**src/hw/rtl/msw_pkg.sv**
```systemverilog
// Shared types and constants for the mean shift window tracker.
// Field widths, register indexes, unit status and controller states.
// No dependencies.
package msw_pkg;

  localparam int MAX_COLS_DEF   = 512;
  localparam int MAX_ROWS_DEF   = 512;
  localparam int MAX_WINDOW_DEF = 128;

  localparam int PIXEL_W     = 8;
  localparam int START_W     = 9;
  localparam int ROI_W       = 9;
  localparam int CTR_W       = 10;
  localparam int ROUNDS_W    = 8;
  localparam int FRAME_REG_W = 10;
  localparam int WIN_REG_W   = 8;
  localparam int ITER_REG_W  = 8;
  localparam int EPS_W       = 16;
  localparam int CFG_DATA_W  = 16;
  localparam int CFG_IDX_W   = 3;
  localparam int S_TDATA_W   = 32;
  localparam int S_TUSER_W   = 1;
  localparam int M_TDATA_W   = 72;
  localparam int M_TUSER_W   = 2;

  localparam logic [FRAME_REG_W-1:0] FRAME_WIDTH_RST  = 10'd320;
  localparam logic [FRAME_REG_W-1:0] FRAME_HEIGHT_RST = 10'd240;
  localparam logic [WIN_REG_W-1:0]   WINDOW_WIDTH_RST = 8'd32;
  localparam logic [WIN_REG_W-1:0]   WINDOW_HEIGHT_RST = 8'd32;
  localparam logic [ITER_REG_W-1:0]  MAX_ITER_RST     = 8'd10;
  localparam logic [EPS_W-1:0]       EPSILON_RST      = 16'd256;

  typedef enum logic [CFG_IDX_W-1:0] {
    REG_FRAME_WIDTH,
    REG_FRAME_HEIGHT,
    REG_WINDOW_WIDTH,
    REG_WINDOW_HEIGHT,
    REG_MAX_ITERATIONS,
    REG_EPSILON
  } cfg_reg_t;

  typedef struct packed {
    logic busy;
    logic done;
  } unit_status_t;

  typedef enum logic [4:0] {
    S_IDLE,
    S_ROUND_INIT,
    S_SWEEP,
    S_DRAIN,
    S_OFFSET_X,
    S_OFFSET_Y,
    S_AX_GO,
    S_AX_WAIT,
    S_AY_GO,
    S_AY_WAIT,
    S_SQ_GO,
    S_SQ_WAIT,
    S_EP_GO,
    S_EP_WAIT,
    S_COMPARE,
    S_DX_GO,
    S_DX_WAIT,
    S_DY_GO,
    S_DY_WAIT,
    S_MOVE,
    S_FINISH
  } state_t;

endpackage

```
**src/hw/rtl/msw_div_serial.sv**
```systemverilog
// Restoring divider, one quotient bit per cycle; gives quotient and remainder.
// Depends on msw_pkg for the unit status struct.
module msw_div_serial #(
  parameter int N_W = 32,
  parameter int D_W = 24
) (
  input  logic                 clk,
  input  logic                 rst,
  input  logic                 start,
  input  logic [N_W-1:0]       num,
  input  logic [D_W-1:0]       den,
  output logic [N_W-1:0]       quo,
  output logic [D_W-1:0]       rem,
  output msw_pkg::unit_status_t status
);

  localparam int CNT_W = $clog2(N_W + 1);

  logic [D_W-1:0]   den_q;
  logic [CNT_W-1:0] cnt;
  logic             done;
  logic [D_W:0]     shifted;
  logic [D_W:0]     trial;

  always_comb begin
    shifted = {rem, quo[N_W-1]};
    trial   = shifted - {1'b0, den_q};
  end

  always_ff @(posedge clk) begin
    if (rst) begin
      cnt  <= '0;
      done <= 1'b0;
    end else begin
      done <= 1'b0;
      if (start) begin
        den_q <= den;
        quo   <= num;
        rem   <= '0;
        cnt   <= CNT_W'(N_W);
      end else if (cnt != '0) begin
        if (!trial[D_W]) begin
          rem <= trial[D_W-1:0];
          quo <= {quo[N_W-2:0], 1'b1};
        end else begin
          rem <= shifted[D_W-1:0];
          quo <= {quo[N_W-2:0], 1'b0};
        end
        cnt <= cnt - 1'b1;
        if (cnt == CNT_W'(1)) begin
          done <= 1'b1;
        end
      end
    end
  end

  assign status.busy = (cnt != '0);
  assign status.done = done;

endmodule
```
**config.mk**
```make
export PLATFORM = sky130hd
export DESIGN_NAME = msw_div_serial
export DESIGN_NICKNAME = d
export VERILOG_FILES = /design/src/hw/rtl/msw_pkg.sv /design/src/hw/rtl/msw_div_serial.sv
export SDC_FILE = /design/constraint.sdc
export NUM_CORES = 1
export LEC_CHECK = 0
export BUFFER_PORTS_ARGS = -buffer_cell sky130_fd_sc_hd__buf_2
export CORE_ASPECT_RATIO = 0.8
export CORE_UTILIZATION = 54
export DETAILED_ROUTE_END_ITERATION = 8
export PLACE_DENSITY = 0.92
export SLEW_MARGIN = 20
export SYNTH_ARGS = -nofsm -noshare
export SYNTH_HDL_FRONTEND = slang
export SYNTH_SLANG_ARGS = --single-unit
```
**constraint.sdc**
```tcl
create_clock -name clk -period 5.05 [get_ports clk]
set_input_delay 1.2625 -clock clk [delete_from_list [all_inputs] [get_ports clk]]
set_output_delay 1.2625 -clock clk [all_outputs]
set_load 0.03 [all_outputs]
```
==> results.cfg <==
[layout]
drive_gt1_frac = 0.350
final_core_util = 0.660
area_growth_pct = 19.0
multiInputGateArea_um2 = 1970
num-fill-cells = 674
final-seq-area_um2 = 2540
final_area_um2 = 5600
fin_nets = 592

[timing]
setup_viol = 0
rsz0062_at_grt = false
period_share = 0.727
fin_ws_ns = 1.38
finalHoldViolCount = 0
slew_headroom = 0.493
fmax_mhz = 272
setup_tns_ns = 0
worst_pin_slew_ns = 0.759
skew_ns = 0.0157
period_needed_ns = 3.67
drv_slew = 0

[synth]
synth_area_um2 = 4710
synth-main-ff-cell = edfxtp_1
synth_edf_count = 80
ys.warnings.count = 0
synthArstFlopShare = 0
yosysTopAreaCell = edfxtp_1
yosysUniqueCellTypes = 48
syn_avg_cell_area_um2 = 12.2
syn_nets = 472
synth-seq-area-share = 0.540
synth.top_cell.area_share = 0.510
synth_seq_cells = 87
netlist_top_cells_area = edfxtp_1, mux2_2, ha_1, mux2i_1, xnor2_1
netlist_instances = 386

[clocking]
cts-root-buf = clkbuf_8
cts.sinks = 87
cts_tree = yes
cts_hold_buffers = 0
cts_buffers = 9
postCtsSetupBuffers = 0
cts_resized = 0
path_clk_slew_ns = 0.09
clockBufferDepth = 2
clock_latency_ns = 0.37
htreeDepth = 3

[setup_path]
critical_path.cell_chain = inv_1 -> ha_1 -> fa_1 -> nand2b_1 -> a21oi_1 -> o21ai_1 -> a21o_1 -> a211oi_2 -> o211ai_1 -> nand3b_1 -> buf_4 -> mux2i_1 -> nor2_1
max_stage_delay_ns = 0.58
worstPathArrival_ns = 3.76
path_class = reg -> reg
cp-start-kind = register
cp.required_ns = 5.14
slowest_stage = nand3b_1
path_max_fanout = 15
end_kind = register

[global_routing]
grt_pass1_vias = 3241
grt_pass1_wl_um = 15100
grt_max_degree = 63
grtUsageTotal = 0.217
overflow = 0
antenna_found_initial = 0

[die]
fp.dieW_um = 106
core_area_um2 = 8480
dieArea_um2 = 9100
placementRows = 30
start_util = 0.555
io_pins = 117
die_h_um = 85.5

[drt]
routed_via_density = 5.34
ant_nets = 0
drc = 0
wl_met2_um = 4330
drtIter0Drc = 168
drt-met1-wl_um = 4210
wl_met3_um = 668
firstDrtPassIters = 4
wl_per_cell_um = 15.0
top_layer_used = met4
drt-total-wl_um = 9380
vias = 3331

[power_and_ir_drop]
max-vdd-ir-drop_mv = 0.309
p_per_area_nw_per_um2 = 609
p_leak_nw = 2.44

[placement]
pre_cts_slack_ns = 1.40
io_buffer_count = 116
placedInstanceArea_um2 = 5380
gp_congestion = 0.877
place_hpwl_um = 6920

[flow_run]
drv_cap = 0

[outcome]
outcome = finished clean

[worst_hold_path]
min_path_type = reg -> reg
==> where the power goes <==
group / internal [mW] / switching, mW
clock network: 0.279 / 0.260
logic: 0.665 / 1.04
registers: 1.04 / 0.127
total: 1.98 / 1.43
==> critical path: cells and delay by family (launching register included) <==
family          cells  cell delay [ns]
mux                 1             0.26
buf+inv             2             0.44
fa+ha+maj           2             0.62
simple gates        3             0.82
compound gates      5             0.85
flops               1             0.38
==> layout make-up <==
type,count,share of cell area
multi-input cells,257,0.352
flip-flops and latches,87,0.454
clock buffers,9,0.0221
inverters,31,0.0208
clock inverters,7,0.0167
diodes,1,0.000447
repair buffers,120,0.109
well taps,112,0.0250
==> cells in the final DEF (no fill, tap or decap), types with 8 or more instances in the layout <==
master	synthesis	layout
o21ai_0	8	8
ha_1	26	26
inv_1	31	31
mux2i_1	20	20
clkbuf_8	0	9
nand2_1	18	18
edfxtp_1	80	80
xnor2_1	18	18
nor2_1	41	40
buf_2	0	116
mux2_2	31	31
a21oi_1	23	23
xor2_1	8	8
==> metrics by stage <==
| stage | cells | power (mW) | hold WS [ns] |
|---|---|---|---|
| finish | 624 | 3.41 | 0.522 |
| global route | 623 | 3.62 | 0.572 |
| CTS | 623 | 3.43 | 0.522 |
| detailed placement | 607 | 2.88 | 0.509 |
| global placement | 607 | 2.82 | 0.505 |
| floorplan | 386 | 2.56 | 0.487 |
==> per-layer routing <==
layer	vias to the layer above	track usage
met1	1564	0.272
li1	1635	-
met2	119	0.352
met3	13	0.0729
met4	0	0.0783
met5	-	0
==> Yosys cell counts, types with 3 or more instances <==
cell type	instances
a211oi_2	4
a21o_1	5
a21oi_1	23
clkbuf_1	5
dfxtp_1	7
edfxtp_1	80
ha_1	26
inv_1	31
mux2_2	31
mux2i_1	20
nand2_1	18
nand2b_1	7
nand3_1	4
nor2_1	41
nor2b_1	3
nor3_1	4
o211ai_1	3
o21a_1	4
o21ai_0	8
o21ai_1	3
xnor2_1	18
xor2_1	8
==> flip-flops by register name, indices dropped and copies added (netlist names) <==
name,flops
cnt,6
den_q,24
done,1
quo,32
rem,24
==> final timing paths <==
path	startpoint	to	slack (ns)	cells past startpoint
max	quo[31]	rem[6]	1.38	13
min	cnt[1]	cnt[1]	0.52	2
max reg2reg	quo[31]	rem[6]	1.38	13
min reg2reg	cnt[1]	cnt[1]	0.52	2
==> kinds of logic after synthesis <==
kind of cell | after synthesis | synth area share
buffers and inverters | 42 | 0.0428
AND/OR/NAND/NOR | 88 | 0.0840
AO/OA/AOI/OAI | 64 | 0.0914
XOR/XNOR | 26 | 0.0484
flip-flops | 87 | 0.540
multiplexers | 52 | 0.120
adder cells (fa/ha/maj) | 27 | 0.0734
No activity file was read; power rests on OpenSTA's default activity.
