`src/hw/rtl/msw_pkg.sv`:
```
// Shared types and constants for the mean shift window tracker.
// Field widths, register indexes, unit status and controller states.
// No dependencies.
package msw_pkg;

  localparam int MAX_COLS_DEF   = 512;
  localparam int MAX_ROWS_DEF   = 512;
  localparam int MAX_WINDOW_DEF = 128;

  localparam int PIXEL_W     = 8;
  localparam int START_W     = 9;
  localparam int ROI_W       = 9;
  localparam int CTR_W       = 10;
  localparam int ROUNDS_W    = 8;
  localparam int FRAME_REG_W = 10;
  localparam int WIN_REG_W   = 8;
  localparam int ITER_REG_W  = 8;
  localparam int EPS_W       = 16;
  localparam int CFG_DATA_W  = 16;
  localparam int CFG_IDX_W   = 3;
  localparam int S_TDATA_W   = 32;
  localparam int S_TUSER_W   = 1;
  localparam int M_TDATA_W   = 72;
  localparam int M_TUSER_W   = 2;

  localparam logic [FRAME_REG_W-1:0] FRAME_WIDTH_RST  = 10'd320;
  localparam logic [FRAME_REG_W-1:0] FRAME_HEIGHT_RST = 10'd240;
  localparam logic [WIN_REG_W-1:0]   WINDOW_WIDTH_RST = 8'd32;
  localparam logic [WIN_REG_W-1:0]   WINDOW_HEIGHT_RST = 8'd32;
  localparam logic [ITER_REG_W-1:0]  MAX_ITER_RST     = 8'd10;
  localparam logic [EPS_W-1:0]       EPSILON_RST      = 16'd256;

  typedef enum logic [CFG_IDX_W-1:0] {
    REG_FRAME_WIDTH,
    REG_FRAME_HEIGHT,
    REG_WINDOW_WIDTH,
    REG_WINDOW_HEIGHT,
    REG_MAX_ITERATIONS,
    REG_EPSILON
  } cfg_reg_t;

  typedef struct packed {
    logic busy;
    logic done;
  } unit_status_t;

  typedef enum logic [4:0] {
    S_IDLE,
    S_ROUND_INIT,
    S_SWEEP,
    S_DRAIN,
    S_OFFSET_X,
    S_OFFSET_Y,
    S_AX_GO,
    S_AX_WAIT,
    S_AY_GO,
    S_AY_WAIT,
    S_SQ_GO,
    S_SQ_WAIT,
    S_EP_GO,
    S_EP_WAIT,
    S_COMPARE,
    S_DX_GO,
    S_DX_WAIT,
    S_DY_GO,
    S_DY_WAIT,
    S_MOVE,
    S_FINISH
  } state_t;

endpackage

```
`src/hw/rtl/msw_mul_serial.sv`:
```
// Shift-add multiplier, one multiplier bit per cycle.
// Depends on msw_pkg for the unit status struct.
module msw_mul_serial #(
  parameter int A_W = 48,
  parameter int B_W = 33
) (
  input  logic                 clk,
  input  logic                 rst,
  input  logic                 start,
  input  logic [A_W-1:0]       a,
  input  logic [B_W-1:0]       b,
  output logic [A_W+B_W-1:0]   product,
  output msw_pkg::unit_status_t status
);

  localparam int CNT_W = $clog2(B_W + 1);

  logic [A_W-1:0]     mcand;
  logic [A_W+B_W-1:0] acc;
  logic [CNT_W-1:0]   cnt;
  logic               done;
  logic [A_W:0]       upper;

  always_comb begin
    upper = {1'b0, acc[A_W+B_W-1:B_W]} + (acc[0] ? {1'b0, mcand} : '0);
  end

  always_ff @(posedge clk) begin
    if (rst) begin
      cnt  <= '0;
      done <= 1'b0;
    end else begin
      done <= 1'b0;
      if (start) begin
        mcand <= a;
        acc   <= {{A_W{1'b0}}, b};
        cnt   <= CNT_W'(B_W);
      end else if (cnt != '0) begin
        acc <= {upper, acc[B_W-1:1]};
        cnt <= cnt - 1'b1;
        if (cnt == CNT_W'(1)) begin
          done <= 1'b1;
        end
      end
    end
  end

  assign product     = acc;
  assign status.busy = (cnt != '0);
  assign status.done = done;

endmodule

```
`config.mk`:
```
export PLATFORM = sky130hd
export DESIGN_NAME = msw_mul_serial
export DESIGN_NICKNAME = d
export VERILOG_FILES = /design/src/hw/rtl/msw_pkg.sv /design/src/hw/rtl/msw_mul_serial.sv
export SDC_FILE = /design/constraint.sdc
export NUM_CORES = 1
export LEC_CHECK = 0
export ABC_AREA = 1
export BUFFER_PORTS_ARGS = -buffer_cell sky130_fd_sc_hd__buf_2
export CAP_MARGIN = 20
export CORE_MARGIN = 8
export CORE_UTILIZATION = 40
export CTS_BUF_LIST = sky130_fd_sc_hd__clkbuf_8
export CTS_CLUSTER_DIAMETER = 150
export DETAILED_ROUTE_END_ITERATION = 12
export PLACE_DENSITY = 0.7
export SLEW_MARGIN = 40
export SYNTH_ARGS = -nofsm -noshare
export SYNTH_HDL_FRONTEND = slang
export SYNTH_SLANG_ARGS = --single-unit
export TNS_END_PERCENT = 50
```
`constraint.sdc`:
```
create_clock -name clk -period 16.8 [get_ports clk]
set_input_delay 3.36 -clock clk [delete_from_list [all_inputs] [get_ports clk]]
set_output_delay 3.36 -clock clk [all_outputs]
set_load 0.005 [all_outputs]
```
==> results.json, run 1 <==
{
  "grt_setup_unrepaired": "no",
  "finalPower_mw": 1.238,
  "clk_path_buf_depth": 2,
  "critPathLaunch": "start",
  "cts_hold_buffers": 0,
  "outcome": "finished, final reports clean",
  "grt_pass1_vias": 8420,
  "whs_endpoint": "cnt[3]$_SDFFE_PP0N_",
  "hold_path.class": "flip-flop to flip-flop",
  "synthesis.nets": 1475,
  "power.switching_uw": 496.7,
  "dieWidth_um": 170.2,
  "hpwlAfterDp_um": 21380,
  "slew_viol_final": 0,
  "finalWirelength_um": 26750,
  "yosysWarnings": 0,
  "crit_type": "input pin to flip-flop",
  "synth_area_leaders": "edfxtp_1 (41%), nand2_1 (21%), inv_1 (11%), ha_1 (6.7%), nor2_1 (3.8%)",
  "reg2reg_to": "product[80]$_SDFFCE_PP0P_",
  "fin_nets": 1645,
  "clock_skew_ns": 0.02409,
  "clk_pin_slew_ns": 0.09,
  "grt_max_degree": 82,
  "overflow": 0,
  "layout-drive-gt1-share_pct": 18.59,
  "wl_per_cell_um": 14.53,
  "ios": 167,
  "synth_area_mm2": 0.009512,
  "htree_levels": 4,
  "p_comb_share_pct": 38.8,
  "holdPathStages": 2,
  "start_util_pct": 40.64,
  "place_area_mm2": 0.01071,
  "gp_congestion": 0.9525,
  "drt_iter0_drc": 494,
  "final.fill_count": 2474,
  "synthCells": 1339,
  "postCtsSetupBuffers": 0,
  "yosys.area.top_type": "edfxtp_1",
  "sw_frac_of_total_pct": 40.11,
  "synth-seq-cells": 136,
  "fin_tns_setup_ns": 0,
  "finalCriticalPeriod_ns": 5.383,
  "vias": 8449,
  "synth.avg_cell_area_um2": 7.104,
  "ys_seq_area_share_pct": 42.20,
  "drc": 0,
  "area_growth_pct": 16.77,
  "end_kind": "flip-flop",
  "slowest_stage": "buf_4",
  "core_area_mm2": 0.02340,
  "cp_cell_sequence": "buf_2 > inv_2 > nor2_4 > buf_4 > inv_1 > nand2_8",
  "grt_usage_pct": 18.89,
  "ir_worst_vdd_v": 0.00005598,
  "numPortBuffers": 166,
  "yosysUniqueCellTypes": 36,
  "insertion_delay_ns": 0.47,
  "firstDrtPassIters": 5,
  "arrival_ns": 5.47,
  "hp-start": "cnt[3]$_SDFFE_PP0N_",
  "pwr_density_cell_mw_per_mm2": 111.5,
  "r2r-start": "product[0]$_DFFE_PP_",
  "drv_cap": 0,
  "cts_buffers": 17,
  "row_count": 56,
  "die_y_um": 170.2,
  "r2r_cells": 17,
  "antenna_found_initial": 1,
  "grt_pass1_wl_um": 42840,
  "finalSetupViolations": 0,
  "pwr-share-clk_pct": 22.9,
  "max_stage_delay_ns": 0.54,
  "worstPathMaxFanout": 81,
  "worst_slew_pin_slew_ns": 0.7794,
  "numClockSinks": 136,
  "cts_tree": "done",
  "final_area_mm2": 0.01111,
  "clock-root-buffer": "clkbuf_8",
  "power.internal_uw": 741.6,
  "startpoint_type": "input pin",
  "hold_violations": 0,
  "worstPathRequired_ns": 16.89,
  "seqPwrFrac_pct": 38.3,
  "period_share_pct": 32.04,
  "p_leak_nw": 6.065,
  "relSlewSlack_pct": 48.04,
  "diodes": 0,
  "fmax_mhz": 185.8,
  "synth_top_area_share_pct": 40.73,
  "rrSetupSlack_ns": 13.89,
  "cts_resized": 0,
  "ant_nets": 0,
  "design.die.area_mm2": 0.02897,
  "vias_per_cell": 4.589
}
final cells by class:
| class | instances | area, um2 | share of cell area, % |
|---|---|---|---|
| Clock buffer | 17 | 234.0 | 2.107 |
| Clock inverter | 15 | 165.2 | 1.487 |
| Inverter | 282 | 1059 | 9.530 |
| Multi-Input combinational cell | 903 | 4383 | 39.46 |
| Sequential cell | 136 | 4014 | 36.14 |
| Tap cell | 319 | 399.1 | 3.594 |
| Timing Repair Buffer | 169 | 853.3 | 7.683 |
how the worst max path moves through the flow:
| stage | endpoint | cells after the start | slack (ns) |
|---|---|---|---|
| after floorplan | product[0]$_DFFE_PP_ | 5 | 8.64 |
| after global placement | product[68]$_SDFFCE_PP0P_ | 6 | 10.68 |
| after detailed placement | product[68]$_SDFFCE_PP0P_ | 6 | 10.85 |
| after CTS | product[79]$_SDFFCE_PP0P_ | 6 | 11.35 |
| after global routing | product[80]$_SDFFCE_PP0P_ | 6 | 11.15 |
| final | product[79]$_SDFFCE_PP0P_ | 6 | 11.42 |
routing by layer:
layer  wire (um)  share of wire, %  global-route usage, %
met5           8             0.030                      0
met4         288               1.1                  3.966
met3        1998               7.5                  5.723
met2       12240                46                  30.91
met1       12220                46                  24.29
Yosys cell counts (all sizes together):
| cell type | n |
|---|---|
| and2 | 3 |
| buf | 7 |
| or2 | 2 |
| inv | 278 |
| a21boi | 1 |
| nand3 | 49 |
| a21o | 1 |
| o21bai | 3 |
| xor2 | 1 |
| fa | 1 |
| o21ai | 23 |
| nand4 | 10 |
| clkinv | 4 |
| nor2 | 128 |
| clkbuf | 11 |
| ha | 51 |
| o21a | 1 |
| a21oi | 63 |
| o21ba | 1 |
| nand2 | 554 |
| nor4 | 1 |
| nor3 | 6 |
| edfxtp | 129 |
| xnor2 | 3 |
| a31oi | 1 |
| dfxtp | 7 |
power groups by stage:
stage / logic [mW] / clock network, mW / registers, mW
2_1_floorplan: 0.319 / 0 / 0.483
3_5_place_dp: 0.482 / 0 / 0.482
4_1_cts: 0.484 / 0.290 / 0.475
3_3_place_gp: 0.474 / 0 / 0.481
6_report: 0.480 / 0.284 / 0.474
5_1_grt: 0.548 / 0.305 / 0.481
stage by stage:
| step | util, % | hold WS [ns] | worst slack [ns] | std cells |
|---|---|---|---|---|
| 6_report | 47.46 | 0.4982 | 11.42 | 1841 |
| 5_1_grt | 47.46 | 0.5088 | 11.15 | 1841 |
| 4_1_cts | 47.46 | 0.5005 | 11.35 | 1841 |
| 3_5_place_dp | 45.75 | 0.4854 | 10.85 | 1809 |
| 3_3_place_gp | 45.72 | 0.4644 | 10.68 | 1809 |
| 2_1_floorplan | - | 0.4518 | 8.644 | 1339 |
layout by cell type (no fill, tap or decap), types with 3 or more instances in the layout:
cell        count
nand2_1       528
inv_1         271
buf_2         166
edfxtp_1      129
nor2_1         95
a21oi_1        63
ha_1           51
nand3_1        39
nor2_2         26
nand2_2        25
o21ai_0        22
clkbuf_8       17
nand3_2        10
nand4_1         9
inv_2           9
nor2_4          7
dfxtp_1         7
inv_6           6
clkinv_1        4
nor3_1          4
and2_1          3
o21bai_1        3
xnor2_1         3
clkinvlp_4      3
buf_4           3
flip-flops by register name (all words and copies together) (netlist names):
name	count
product	81
cnt	6
mcand	48
done	1
critical path: cells and delay by family:
kind | cells | cell delay [ns]
buf+inv | 4 | 1.43
simple gates | 2 | 0.64
cell families (layout without fill, tap and decap cells):
family,Yosys count,count (layout),share of synthesized area (%)
flip-flops,136,136,42.20
AND/OR/NAND/NOR,753,753,33.37
buffers and inverters,300,483,11.97
AO/OA/AOI/OAI,94,94,5.170
XOR/XNOR,4,4,0.3684
adder cells (fa/ha/maj),52,52,6.919
Note: power is estimated with default switching activity, not from simulation.
==> inputs of run 2 (changes only) <==
- clock period: 16.8 -> 5.56 ns (I/O delays scaled with it)
==> run 2 against run 1 <==
Net effect:
- sequential cell count unchanged
- cell count unchanged
- global-route usage up 1.2 points
- count of clock-buffer cells in the layout up 2
- setup slack worse by 9.2 ns
- clock skew up 0.0038 ns
- combinational power rose to 3.0 times the previous value
- largest power group unchanged
- sequential power rose to 3.1 times the previous value
- via count up 1.8%
==> results.json, run 2 (synthesized netlist as in run 1, its figures left out) <==
{
  "final_common_cell": "nand2_1",
  "hold_violations": 0,
  "largest_reg_flops": 81,
  "design.die.area_mm2": 0.02897,
  "diodes": 0,
  "worstPathMaxFanout": 29,
  "drc": 0,
  "r2r_cells": 15,
  "grt_pass1_wl_um": 45550,
  "pwr_density_cell_mw_per_mm2": 342.9,
  "hpwlAfterDp_um": 22000,
  "finalSetupViolations": 0,
  "ant_nets": 0,
  "cts_hold_buffers": 0,
  "vias_per_cell": 4.672,
  "worstPathRequired_ns": 5.79,
  "ir_worst_vdd_v": 0.0001675,
  "grt_max_degree": 82,
  "crit_cells": 15,
  "stdcell_count": 1841,
  "postCtsSetupBuffers": 0,
  "ios": 167,
  "vias": 8602,
  "slew_viol_final": 0,
  "clk_pin_slew_ns": 0.09,
  "start_util_pct": 40.64,
  "overflow": 0,
  "fmax_mhz": 302.6,
  "clock_skew_ns": 0.02789,
  "finalCriticalPeriod_ns": 3.305,
  "crit_type": "flip-flop to flip-flop",
  "htree_levels": 4,
  "grt_setup_unrepaired": "no",
  "row_count": 56,
  "clk_path_buf_depth": 2,
  "worst_slew_pin_slew_ns": 0.7640,
  "cts_buffers": 17,
  "cts_tree": "done",
  "cts_resized": 0,
  "arrival_ns": 3.54,
  "final.fill_count": 2437,
  "seq_area_mm2": 0.004014,
  "grt_pass1_vias": 8719,
  "holdPathStages": 2,
  "final_cell_mix": "nand2_1 (528), inv_1 (270), buf_2 (166), edfxtp_1 (129), nor2_1 (95)",
  "core_area_mm2": 0.02340,
  "drv_cap": 0,
  "max_stage_delay_ns": 0.80,
  "period_share_pct": 59.44,
  "die_y_um": 170.2,
  "fin_util_pct": 47.55,
  "insertion_delay_ns": 0.48,
  "fin_tns_setup_ns": 0,
  "gp_congestion": 0.9202,
  "area_growth_pct": 16.98,
  "slowest_stage": "edfxtp_1",
  "dpl.cell_count": 1809,
  "end_kind": "flip-flop",
  "firstDrtPassIters": 5,
  "clock-root-buffer": "clkbuf_8",
  "critPathTopFamily": "simple AND/OR/NAND/NOR gates",
  "hold_path.class": "flip-flop to flip-flop",
  "cp_cell_sequence": "buf_4 > nand2_1 > inv_1 > ha_1 > nand2_1 > nor2_1 > inv_1 > nor2_1 > nand2_1 > nor2_1 > nand2_1 > nand3_1 > nand2_1 > clkinv_1 > nor2_2",
  "startpoint_type": "flip-flop",
  "worst-path-buf-inv": 4,
  "drt_iter0_drc": 551,
  "wl_per_cell_um": 15.30,
  "p_leak_nw": 6.084,
  "relSlewSlack_pct": 49.07,
  "finalWirelength_um": 28170,
  "layout-drive-gt1-share_pct": 18.73,
  "antenna_found_initial": 1,
  "numPortBuffers": 166,
  "grt_usage_pct": 20.08,
  "finalPower_mw": 3.816,
  "dieWidth_um": 170.2,
  "multi_input_area_mm2": 0.004383,
  "outcome": "finished, final reports clean",
  "cpMostUsedCell": "nand2_1",
  "fin_nets": 1645,
  "numClockSinks": 136
}
-- run 2: cell count changes in the layout (fill, tap and decap cells not counted) --
cell        previous run  this run
buf_4                  3         2
buf_6                  0         1
clkbuf_8              17        19
clkinv_1               4         3
clkinv_4               0         3
clkinvlp_4             3         0
inv_1                271       270
inv_4                  0         2
inv_6                  6         5
inv_8                  2         1
-- run 2: final timing paths --
check | start | slack, ns | end
worst max-delay path | product[0]$_DFFE_PP_ | 2.26 | product[77]$_SDFFCE_PP0P_
worst min-delay path | cnt[3]$_SDFFE_PP0N_ | 0.49 | cnt[3]$_SDFFE_PP0N_
worst max register to register | product[0]$_DFFE_PP_ | 2.26 | product[77]$_SDFFCE_PP0P_
worst min register to register | cnt[3]$_SDFFE_PP0N_ | 0.49 | cnt[3]$_SDFFE_PP0N_
-- run 2: worst min-delay path: stages, from the launching register on --
cell and delay, ns:
dfxtp_1 0.33, nand2_1 0.07, a21oi_1 0.05
-- run 2: cell type report --
cell class              count  area share, %
clock buffers              19          2.350
clock inverters            13          1.383
multi-input cells         903          39.39
flip-flops and latches    136          36.07
repair buffers            169          7.703
inverters                 282          9.513
well taps                 319          3.587
-- run 2: through the flow --
step / area [um2] / hold WS (ns) / setup slack [ns]
2_1_floorplan: 9514 / 0.4518 / 0.4938
3_3_place_gp: 10700 / 0.4661 / 2.281
3_5_place_dp: 10710 / 0.4757 / 2.310
4_1_cts: 11120 / 0.4946 / 2.298
5_1_grt: 11130 / 0.5113 / 1.974
6_report: 11130 / 0.4936 / 2.255
-- run 2: where the power goes --
| group | internal [mW] | switching, mW | total (mW) |
|---|---|---|---|
| Sequential | 1.34 | 0.102 | 1.45 |
| Combinational | 0.491 | 0.974 | 1.46 |
| Clock | 0.436 | 0.470 | 0.905 |
-- run 2: per-layer routing --
layer  part of all wire, %  vias up  global-route usage (%)
met5                 0.046        -                       0
met4                   1.8        2                   5.530
met3                   6.5       34                   5.120
met2                    46      263                   32.95
met1                    46     3863                   25.86
li1                      -     4440                       -
